$ cat src/rtl/core/kl_pkg.sv
// kl_pkg: shared widths, token kind codes and payload types for the keyword lexer.
// Depends on nothing; every rtl/core module imports it.
`timescale 1ns / 1ps

package kl_pkg;

   // Field widths
   localparam int POSITION_BITS = 16;
   localparam int LENGTH_BITS   = 8;
   localparam int KIND_BITS     = 3;

   localparam logic [LENGTH_BITS-1:0] LEN_MAX = {LENGTH_BITS{1'b1}};

   // Token kind codes
   localparam logic [KIND_BITS-1:0] KIND_PLUS   = 3'd0;
   localparam logic [KIND_BITS-1:0] KIND_SEMI   = 3'd1;
   localparam logic [KIND_BITS-1:0] KIND_EQUAL  = 3'd2;
   localparam logic [KIND_BITS-1:0] KIND_VAR    = 3'd3;
   localparam logic [KIND_BITS-1:0] KIND_CONST  = 3'd4;
   localparam logic [KIND_BITS-1:0] KIND_IDENT  = 3'd5;
   localparam logic [KIND_BITS-1:0] KIND_NUMBER = 3'd6;

   // Token queue between front and back
   localparam int QUEUE_DEPTH    = 4;
   localparam int QUEUE_PTR_BITS = $clog2(QUEUE_DEPTH);
   localparam int QUEUE_CNT_BITS = $clog2(QUEUE_DEPTH + 1);

   // One source byte
   typedef struct packed {
      logic [7:0] char_byte;
      logic       end_of_source;
   } req_type;

   // One token
   typedef struct packed {
      logic [KIND_BITS-1:0]     token_kind;
      logic [POSITION_BITS-1:0] start_offset;
      logic [LENGTH_BITS-1:0]   lexeme_length;
      logic                     length_saturated;
      logic                     last_of_run;
   } rsp_type;

   // Everything one byte produces: one or two tokens
   typedef struct packed {
      logic    two_tokens;
      rsp_type tok0;
      rsp_type tok1;
   } pair_type;

endpackage

$ cat src/rtl/core/kl_front.sv
// kl_front: takes one source byte per cycle while the queue is not full, tracks the
// pending run and keyword prefix, and pushes the byte's one or two tokens. Uses kl_pkg.
`timescale 1ns / 1ps

module kl_front import kl_pkg::*; (
   input  logic     clock,
   input  logic     reset,
   input  logic     push,
   output logic     full,
   input  req_type  req_data,
   input  logic     q_full,
   output logic     q_push,
   output pair_type q_data
);

   typedef enum logic [1:0] {
      MODE_IDLE,
      MODE_IDENT,
      MODE_NUMBER
   } mode_type;

   // Keyword prefix tracker codes
   localparam logic [2:0] PROG_NONE = 3'd0;
   localparam logic [2:0] PROG_V    = 3'd1;
   localparam logic [2:0] PROG_VA   = 3'd2;
   localparam logic [2:0] PROG_VAR  = 3'd3;
   localparam logic [2:0] PROG_C    = 3'd4;
   localparam logic [2:0] PROG_CO   = 3'd5;
   localparam logic [2:0] PROG_CON  = 3'd6;
   localparam logic [2:0] PROG_CONS = 3'd7;

   // Character codes
   localparam logic [7:0] CH_PLUS  = 8'h2B;
   localparam logic [7:0] CH_SEMI  = 8'h3B;
   localparam logic [7:0] CH_EQUAL = 8'h3D;
   localparam logic [7:0] CH_UNDER = 8'h5F;
   localparam logic [7:0] CH_0     = 8'h30;
   localparam logic [7:0] CH_9     = 8'h39;
   localparam logic [7:0] CH_UA    = 8'h41;
   localparam logic [7:0] CH_UZ    = 8'h5A;
   localparam logic [7:0] CH_LA    = 8'h61;
   localparam logic [7:0] CH_LZ    = 8'h7A;
   localparam logic [7:0] CH_V     = 8'h76;
   localparam logic [7:0] CH_A     = 8'h61;
   localparam logic [7:0] CH_R     = 8'h72;
   localparam logic [7:0] CH_C     = 8'h63;
   localparam logic [7:0] CH_O     = 8'h6F;
   localparam logic [7:0] CH_N     = 8'h6E;
   localparam logic [7:0] CH_S     = 8'h73;
   localparam logic [7:0] CH_T     = 8'h74;

   localparam logic [LENGTH_BITS-1:0] LEN_ONE   = LENGTH_BITS'(1);
   localparam logic [LENGTH_BITS-1:0] LEN_THREE = LENGTH_BITS'(3);
   localparam logic [LENGTH_BITS-1:0] LEN_FOUR  = LENGTH_BITS'(4);
   localparam logic [LENGTH_BITS-1:0] LEN_FIVE  = LENGTH_BITS'(5);

   // Kind of a finished run
   function automatic logic [KIND_BITS-1:0] run_kind(
      input mode_type               m,
      input logic                   ovf,
      input logic [2:0]             prog,
      input logic [LENGTH_BITS-1:0] len
   );
      logic [KIND_BITS-1:0] k;
      if (m == MODE_NUMBER)
         k = KIND_NUMBER;
      else if (!ovf && prog == PROG_VAR && len == LEN_THREE)
         k = KIND_VAR;
      else if (!ovf && prog == PROG_CONS && len == LEN_FIVE)
         k = KIND_CONST;
      else
         k = KIND_IDENT;
      return k;
   endfunction

   // Keyword prefix step on an identifier continuation
   function automatic logic [2:0] next_prog(
      input logic [2:0]             p,
      input logic [7:0]             c,
      input logic [LENGTH_BITS-1:0] len
   );
      logic [2:0] n;
      n = PROG_NONE;
      unique case (p)
         PROG_V:    if (c == CH_A) n = PROG_VA;
         PROG_VA:   if (c == CH_R) n = PROG_VAR;
         PROG_C:    if (c == CH_O) n = PROG_CO;
         PROG_CO:   if (c == CH_N) n = PROG_CON;
         PROG_CON:  if (c == CH_S) n = PROG_CONS;
         PROG_CONS: if (c == CH_T && len == LEN_FOUR) n = PROG_CONS;
         default:   n = PROG_NONE;
      endcase
      return n;
   endfunction

   mode_type                 mode_ff,  mode_in;
   logic [POSITION_BITS-1:0] pos_ff,   pos_in;
   logic [POSITION_BITS-1:0] start_ff, start_in;
   logic [LENGTH_BITS-1:0]   len_ff,   len_in;
   logic [2:0]               prog_ff,  prog_in;
   logic                     ovf_ff,   ovf_in;

   logic       accept;
   logic [7:0] c;
   logic       eos, letter, digit, under, is_sym;
   logic       cont, close_run, sym_emit, flush;
   mode_type   mode_run;
   rsp_type    closed_tok, sym_tok, flush_tok, second_tok;

   assign full   = q_full;
   assign accept = push && !q_full;
   assign c      = req_data.char_byte;
   assign eos    = req_data.end_of_source;

   // Character classes
   assign letter = (c >= CH_LA && c <= CH_LZ) || (c >= CH_UA && c <= CH_UZ);
   assign digit  = (c >= CH_0 && c <= CH_9);
   assign under  = (c == CH_UNDER);
   assign is_sym = (c == CH_PLUS) || (c == CH_SEMI) || (c == CH_EQUAL);

   // Run tracking and token building
   always_comb begin
      cont = (mode_ff == MODE_IDENT && (letter || under)) ||
             (mode_ff == MODE_NUMBER && digit);
      close_run = !cont && (mode_ff == MODE_IDENT || mode_ff == MODE_NUMBER);
      sym_emit  = !cont && is_sym;

      mode_run = mode_ff;
      start_in = start_ff;
      len_in   = len_ff;
      prog_in  = prog_ff;
      ovf_in   = ovf_ff;
      if (cont) begin
         // extend, saturating at the length maximum
         len_in = (len_ff == LEN_MAX) ? len_ff : len_ff + LEN_ONE;
         ovf_in = ovf_ff || (len_ff == LEN_MAX);
         if (mode_ff == MODE_IDENT)
            prog_in = next_prog(prog_ff, c, len_ff);
      end else if (letter) begin
         mode_run = MODE_IDENT;
         start_in = pos_ff;
         len_in   = LEN_ONE;
         ovf_in   = 1'b0;
         prog_in  = (c == CH_V) ? PROG_V : ((c == CH_C) ? PROG_C : PROG_NONE);
      end else if (digit) begin
         mode_run = MODE_NUMBER;
         start_in = pos_ff;
         len_in   = LEN_ONE;
         ovf_in   = 1'b0;
         prog_in  = PROG_NONE;
      end else begin
         mode_run = MODE_IDLE;
      end

      flush   = eos && (mode_run == MODE_IDENT || mode_run == MODE_NUMBER);
      mode_in = eos ? MODE_IDLE : mode_run;
      pos_in  = eos ? '0 : pos_ff + POSITION_BITS'(1);

      closed_tok.token_kind       = run_kind(mode_ff, ovf_ff, prog_ff, len_ff);
      closed_tok.start_offset     = start_ff;
      closed_tok.lexeme_length    = len_ff;
      closed_tok.length_saturated = ovf_ff;
      closed_tok.last_of_run      = 1'b0;

      case (c)
         CH_PLUS: sym_tok.token_kind = KIND_PLUS;
         CH_SEMI: sym_tok.token_kind = KIND_SEMI;
         default: sym_tok.token_kind = KIND_EQUAL;
      endcase
      sym_tok.start_offset     = pos_ff;
      sym_tok.lexeme_length    = LEN_ONE;
      sym_tok.length_saturated = 1'b0;
      sym_tok.last_of_run      = 1'b1;

      flush_tok.token_kind       = run_kind(mode_run, ovf_in, prog_in, len_in);
      flush_tok.start_offset     = start_in;
      flush_tok.lexeme_length    = len_in;
      flush_tok.length_saturated = ovf_in;
      flush_tok.last_of_run      = 1'b1;

      // symbol and flush never occur together: a symbol leaves no run open
      second_tok = sym_emit ? sym_tok : flush_tok;

      if (close_run) begin
         q_data.two_tokens           = sym_emit || flush;
         q_data.tok0                 = closed_tok;
         q_data.tok0.last_of_run     = !(sym_emit || flush);
         q_data.tok1                 = second_tok;
      end else begin
         q_data.two_tokens = 1'b0;
         q_data.tok0       = second_tok;
         q_data.tok1       = second_tok;
      end
      q_push = accept && (close_run || sym_emit || flush);
   end

   // Lexer state
   always_ff @(posedge clock) begin
      if (reset) begin
         mode_ff  <= MODE_IDLE;
         pos_ff   <= '0;
         start_ff <= '0;
         len_ff   <= '0;
         prog_ff  <= PROG_NONE;
         ovf_ff   <= 1'b0;
      end else if (accept) begin
         mode_ff  <= mode_in;
         pos_ff   <= pos_in;
         start_ff <= start_in;
         len_ff   <= len_in;
         prog_ff  <= prog_in;
         ovf_ff   <= ovf_in;
      end
   end

   // An open run always has at least one character
   a_open_run_len: assert property (@(posedge clock) disable iff (reset)
      (mode_ff != MODE_IDLE) |-> (len_ff != '0))
      else $error("open run with zero length");

   // The end of a source restarts offsets at zero
   a_eos_restart: assert property (@(posedge clock) disable iff (reset)
      (accept && eos) |=> (pos_ff == '0 && mode_ff == MODE_IDLE))
      else $error("end of source did not restart the lexer");

endmodule

$ cat src/rtl/core/kl_queue.sv
// kl_queue: short FIFO of token pairs between the lexer front and the output back.
// Uses kl_pkg for the depth and the pair type.
`timescale 1ns / 1ps

module kl_queue import kl_pkg::*; (
   input  logic     clock,
   input  logic     reset,
   input  logic     push,
   input  pair_type push_data,
   output logic     full,
   input  logic     pop,
   output pair_type head_data,
   output logic     empty
);

   pair_type                  mem_ff [QUEUE_DEPTH];
   logic [QUEUE_PTR_BITS-1:0] wr_ptr_ff, wr_ptr_in;
   logic [QUEUE_PTR_BITS-1:0] rd_ptr_ff, rd_ptr_in;
   logic [QUEUE_CNT_BITS-1:0] count_ff,  count_in;
   logic                      wr, rd;

   assign full      = (count_ff == QUEUE_CNT_BITS'(QUEUE_DEPTH));
   assign empty     = (count_ff == '0);
   assign wr        = push && !full;
   assign rd        = pop && !empty;
   assign head_data = mem_ff[rd_ptr_ff];

   // Pointer and fill count update
   always_comb begin
      wr_ptr_in = wr ? wr_ptr_ff + QUEUE_PTR_BITS'(1) : wr_ptr_ff;
      rd_ptr_in = rd ? rd_ptr_ff + QUEUE_PTR_BITS'(1) : rd_ptr_ff;
      count_in  = count_ff;
      if (wr && !rd)
         count_in = count_ff + QUEUE_CNT_BITS'(1);
      else if (rd && !wr)
         count_in = count_ff - QUEUE_CNT_BITS'(1);
   end

   always_ff @(posedge clock) begin
      if (reset) begin
         wr_ptr_ff <= '0;
         rd_ptr_ff <= '0;
         count_ff  <= '0;
      end else begin
         wr_ptr_ff <= wr_ptr_in;
         rd_ptr_ff <= rd_ptr_in;
         count_ff  <= count_in;
      end
   end

   // Storage, no reset
   always_ff @(posedge clock) begin
      if (wr)
         mem_ff[wr_ptr_ff] <= push_data;
   end

   // The front must never push into a full queue
   a_no_overflow: assert property (@(posedge clock) disable iff (reset)
      push |-> !full)
      else $error("token pair pushed into full queue");

endmodule

$ cat src/rtl/core/kl_back.sv
// kl_back: output stage; takes token pairs from the queue and hands out one token
// per pop. Uses kl_pkg.
`timescale 1ns / 1ps

module kl_back import kl_pkg::*; (
   input  logic     clock,
   input  logic     reset,
   input  logic     q_empty,
   input  pair_type q_data,
   output logic     q_pop,
   output logic     empty,
   input  logic     pop,
   output rsp_type  rsp_data
);

   logic     valid_ff, valid_in;
   logic     sub_ff,   sub_in;
   pair_type entry_ff;
   logic     take, advance, need_slot;

   assign take      = pop && valid_ff;
   assign advance   = take && entry_ff.two_tokens && !sub_ff;
   assign need_slot = !valid_ff || (take && !advance);
   assign q_pop     = need_slot && !q_empty;
   assign empty     = !valid_ff;
   assign rsp_data  = sub_ff ? entry_ff.tok1 : entry_ff.tok0;

   // Slot control
   always_comb begin
      valid_in = valid_ff;
      sub_in   = sub_ff;
      if (advance) begin
         sub_in = 1'b1;
      end else if (need_slot) begin
         valid_in = !q_empty;
         sub_in   = 1'b0;
      end
   end

   always_ff @(posedge clock) begin
      if (reset) begin
         valid_ff <= 1'b0;
         sub_ff   <= 1'b0;
      end else begin
         valid_ff <= valid_in;
         sub_ff   <= sub_in;
      end
   end

   // Pair payload, no reset
   always_ff @(posedge clock) begin
      if (q_pop)
         entry_ff <= q_data;
   end

   // Second token is only shown for pairs that carry one
   a_sub_two: assert property (@(posedge clock) disable iff (reset)
      sub_ff |-> (valid_ff && entry_ff.two_tokens))
      else $error("second token shown for single-token pair");

   // A waiting pair reaches an empty output stage in the next cycle
   a_refill: assert property (@(posedge clock) disable iff (reset)
      (!valid_ff && !q_empty) |=> valid_ff)
      else $error("output stage did not refill");

endmodule

$ cat src/rtl/core/keyword_lexer_unit.sv
// keyword_lexer_unit: top level of the keyword lexer; front, token queue and back.
// Depends on kl_pkg, kl_front, kl_queue and kl_back.
//
//   channel   ports                         moves
//   request   push, full, req_data          one source byte, end-of-source mark
//   response  empty, pop, rsp_data          one token: kind, offset, length, flags
//
// One source byte is taken per clock as long as the token queue has room.
// A byte that gives two tokens (run end plus symbol, or run end plus flush)
// has them handed out one per pop by the single output stage. A token passes
// through the token queue and the output stage register before it reaches
// the response ports.
// Reset is synchronous and clears the lexer state, the queue and the output
// stage; offsets restart at zero after reset and after each end-of-source byte.
// full rises when four token pairs wait; pop stalls never block the front
// until then.
`timescale 1ns / 1ps

module keyword_lexer_unit import kl_pkg::*; (
   input  logic    clock,
   input  logic    reset,
   input  logic    push,
   output logic    full,
   input  req_type req_data,
   output logic    empty,
   input  logic    pop,
   output rsp_type rsp_data
);

   logic     q_push, q_full, q_pop, q_empty;
   pair_type q_wdata, q_rdata;

   kl_front u_front (
      .clock    (clock),
      .reset    (reset),
      .push     (push),
      .full     (full),
      .req_data (req_data),
      .q_full   (q_full),
      .q_push   (q_push),
      .q_data   (q_wdata)
   );

   kl_queue u_queue (
      .clock     (clock),
      .reset     (reset),
      .push      (q_push),
      .push_data (q_wdata),
      .full      (q_full),
      .pop       (q_pop),
      .head_data (q_rdata),
      .empty     (q_empty)
   );

   kl_back u_back (
      .clock    (clock),
      .reset    (reset),
      .q_empty  (q_empty),
      .q_data   (q_rdata),
      .q_pop    (q_pop),
      .empty    (empty),
      .pop      (pop),
      .rsp_data (rsp_data)
   );

endmodule

$ cat config.mk
export PLATFORM = sky130hd
export DESIGN_NAME = keyword_lexer_unit
export DESIGN_NICKNAME = d
export VERILOG_FILES = /design/src/rtl/core/kl_pkg.sv /design/src/rtl/core/kl_front.sv /design/src/rtl/core/kl_queue.sv /design/src/rtl/core/kl_back.sv /design/src/rtl/core/keyword_lexer_unit.sv
export SDC_FILE = /design/constraint.sdc
export NUM_CORES = 1
export LEC_CHECK = 0
export CAP_MARGIN = 20
export CORE_MARGIN = 4
export CORE_UTILIZATION = 40
export CTS_CLUSTER_DIAMETER = 80
export DETAILED_ROUTE_END_ITERATION = 10
export DONT_BUFFER_PORTS = 1
export PLACE_DENSITY = 0.56
export SLEW_MARGIN = 25
export SYNTH_ARGS = -nofsm -noshare
export SYNTH_HDL_FRONTEND = slang
export SYNTH_HIERARCHICAL = 1
export SYNTH_SLANG_ARGS = --single-unit
$ cat constraint.sdc
create_clock -name clock -period 6.7 [get_ports clock]
set_input_delay 1.005 -clock clock [delete_from_list [all_inputs] [get_ports clock]]
set_output_delay 1.005 -clock clock [all_outputs]
set_load 0.005 [all_outputs]
==> impl_results.md <==
- Outcome: completed
- # Max-Cap Violations: 0
- CP cell instances: ha_1 > nand3b_1 > a21o_1 > o21ai_2 > buf_4 > nor2_1 > a21oi_1 > ha_1 > inv_1 > a21oi_1 > a21oi_1 > inv_1 > nor2_1 > and2_2 > buf_4
- Startpoint Class: register
- Final setup viols: 0
- Seq/Total Area, Yosys: 67.7%
- Skew final: 16.1 ps
- Combinational share of power: 14.8%
- Antenna Violating Nets Remaining: 0
- Number of synthesized flops with an enable pin: 295
- Synth warn: 6
- Layout Nets: 969
- Hold Path Class: register to register
- First-pass GRT wire length: 47300 um
- Cell variety after synth: 73
- Total track usage: 14.8%
- RSZ-0062 raised after global routing: no
- FF-to-FF path depth: 15
- Vias in the first global route: 7960
- Post-Synthesis Cells: 944
- Fin Setup TNS: 0 ps
- Worst Path Required: 6840 ps
- Final GP Congestion: 0.834
- Critical path type: register to register
- GRT Residual Overflow: 0
- Drt wl/cell: 20.6 um
- Clock Power Share: 35.6%
- Final WL: 29600 um
- Slew HR: 45.1%
- Commonest non-fill, non-tap cell in the layout: edfxtp_1
- Avg Cell Area, Syn: 15.6 sq um
- # DRC: 0
- Synthesized Nets: 970
- TritonCTS clock tree: built
- CTS buffer count: 38
- DP HPWL: 17900 um
- Crit path from: u_front/mode_ff[0]$_SDFFE_PP0P_
- Largest stage delay, worst path: 700 ps
- Pwr dens: 352 nW/um^2
- Die W: 200 um
- Reg-to-reg startpoint: u_front/mode_ff[0]$_SDFFE_PP0P_
- Fmax: 239 MHz
- CP Buf/Inv Count: 4
- Initial DRC count: 505
- Hold endpoint: u_front/pos_ff[1]$_SDFFE_PP0P_
- Fin crit period: 4190 ps
- Flop pwr share: 49.7%
- DRT Pass-1 Iters: 5
- Top_reg_cell synth: edfxtp_1
- Number of port buffers: 0
- Most used cell, CP: a21oi_1
- PostCTS Resize Cnt: 0
- CP arrival: 4330 ps
- Via/cell ratio: 5.40
- Row count: 70
- Clock Pin Slew Worst Setup and Hold Paths: 60 ps
- Internal: 4.33 mW
- Tcrit/Tclk final: 62.5%
- Placed cells: 1371
- Actual slew at the worst max-slew pin: 814 ps
- Via count: 7788
- Crit. End Element: register
- Post-CTS Setup Inserts: 0
- Most frequent cells in the layout: edfxtp_1, nor2_1, mux4_2
- Share of layout cells above drive strength 1: 20.3%
- Clk buf depth: 3
- Switching Fraction: 25.0%
- Fin cells: 1441
- Core area: 36500 sq um
- Synth Cell Area: 14800 sq um
- Hold_buf cts: 0
- Initial antenna violation count: 0
- Crit Reg-Reg Endpoint: u_queue/mem_ff[2][44]$_DFFE_PP_
- Hold path cells: 2
- Delay-heaviest family, CP: buffers and inverters
- Hold path start: u_front/pos_ff[1]$_SDFFE_PP0P_
- Worst-path maximum fanout: 49
- Clock root cell: clkbuf_16
- Yosys reg bits: 352
- # diodes: 0
- FFs w/ async S/R, synth: 0%
- Initial Util: 40.4%
- LEAKAGE: 5.30 nW
- Die Y: 200 um
- Final hold viol count: 0
- Slew Limit Fails: 0
- Critical path's slowest cell: buf_4
- Layout area overhead: 11.0%
- NetSw: 1.44 mW
- Die ar.: 40100 sq um
- H-tree depth: 2
- Largest net degree at the start of global routing: 50
- R2r setup slk: 2510 ps
- Top Ports: 44
- VDD IR max: 0.227 mV
- CTS Sinks: 352
- Skew-Pair Late Insertion Delay: 530 ps
logic make-up (layout without fill, tap and decap cells):
| logic type | after synthesis | count (layout) | synth area share [%] |
|---|---|---|---|
| AO/OA/AOI/OAI | 95 | 95 | 4.53 |
| multiplexers | 126 | 126 | 13.9 |
| adder cells (fa/ha/maj) | 13 | 13 | 1.15 |
| flip-flops | 352 | 352 | 67.7 |
| buffers and inverters | 69 | 98 | 2.63 |
| AND/OR/NAND/NOR | 269 | 269 | 8.88 |
| XOR/XNOR | 19 | 19 | 1.13 |
| other | 1 | 1 | 0.0254 |
through the flow:
stage	utilization [%]	area [sq um]	hold WS (ps)	worst slack [ps]	total power, mW
2_1_floorplan	-	14800	470	1040	3.60
3_3_place_gp	41.5	15200	493	2050	3.80
3_5_place_dp	41.5	15200	499	2040	3.81
4_1_cts	44.9	16400	509	2510	5.89
5_1_grt	44.9	16400	542	2140	6.08
6_report	44.9	16400	516	2510	5.78
Yosys cell counts, types with 15 or more instances:
library cell / instances / area share, %
a21oi_1: 33 / 1.1
clkbuf_1: 23 / 0.58
dfxtp_1: 57 / 7.7
edfxtp_1: 295 / 60
inv_1: 15 / 0.38
mux2_2: 45 / 3.4
mux2i_1: 21 / 1.4
mux4_2: 59 / 9.0
nand2_1: 45 / 1.1
nand3_1: 16 / 0.54
nor2_1: 119 / 3.0
xor2_1: 18 / 1.1
worst max path at each step:
stage,endpoint,slack [ps],depth (start not counted)
2_1_floorplan,u_queue/count_ff[2]$_SDFFE_PP0P_,1040,9
3_3_place_gp,u_queue/mem_ff[3][43]$_DFFE_PP_,2050,14
3_5_place_dp,u_queue/mem_ff[2][36]$_DFFE_PP_,2040,14
4_1_cts,u_queue/mem_ff[2][31]$_DFFE_PP_,2510,15
5_1_grt,u_queue/mem_ff[2][2]$_DFFE_PP_,2140,15
6_report,u_queue/mem_ff[2][44]$_DFFE_PP_,2510,15
tightest hold or removal path: cells and delay by family, from the launching register on:
| family | cells | cell delay (ps) |
|---|---|---|
| AND/OR/NAND/NOR | 1 | 70 |
| flip-flops | 1 | 350 |
| AO/OA/AOI/OAI | 1 | 50 |
layout make-up:
cell class | instances | area [sq um]
flip-flops and latches | 352 | 10000
clock buffers | 51 | 1050
repair buffers | 13 | 110
multi-input cells | 523 | 4400
inverters | 15 | 56.3
fillers | 3172 | 20100
well taps | 468 | 586
clock inverters | 19 | 188
flip-flops by register name, summed over array words and instances (netlist names), 2 cells and up, named ones only:
register	cells
u_queue/wr_ptr_ff	2
u_front/len_ff	8
u_queue/rd_ptr_ff	2
u_back/entry_ff	59
u_front/start_ff	16
u_front/pos_ff	16
u_queue/mem_ff	236
u_front/mode_ff	2
u_front/prog_ff	3
u_queue/count_ff	3
power by group through the flow:
stage / registers [mW] / clock network [mW] / logic (mW)
after floorplan: 2.86 / 0 / 0.741
after global placement: 2.91 / 0 / 0.888
after detailed placement: 2.92 / 0 / 0.892
after CTS: 2.88 / 2.12 / 0.897
after global routing: 2.91 / 2.22 / 0.945
final: 2.87 / 2.05 / 0.854
routing by layer:
layer  GRT usage [%]  share of wire [%]  vias to the layer above
li1                -                  -                     3625
met1            21.5                 47                     3965
met4            3.91                2.1                        0
met5               0                  0                        -
met2            23.2                 47                      145
met3            2.74                4.3                       53
Note: power is estimated with default switching activity, not from simulation.
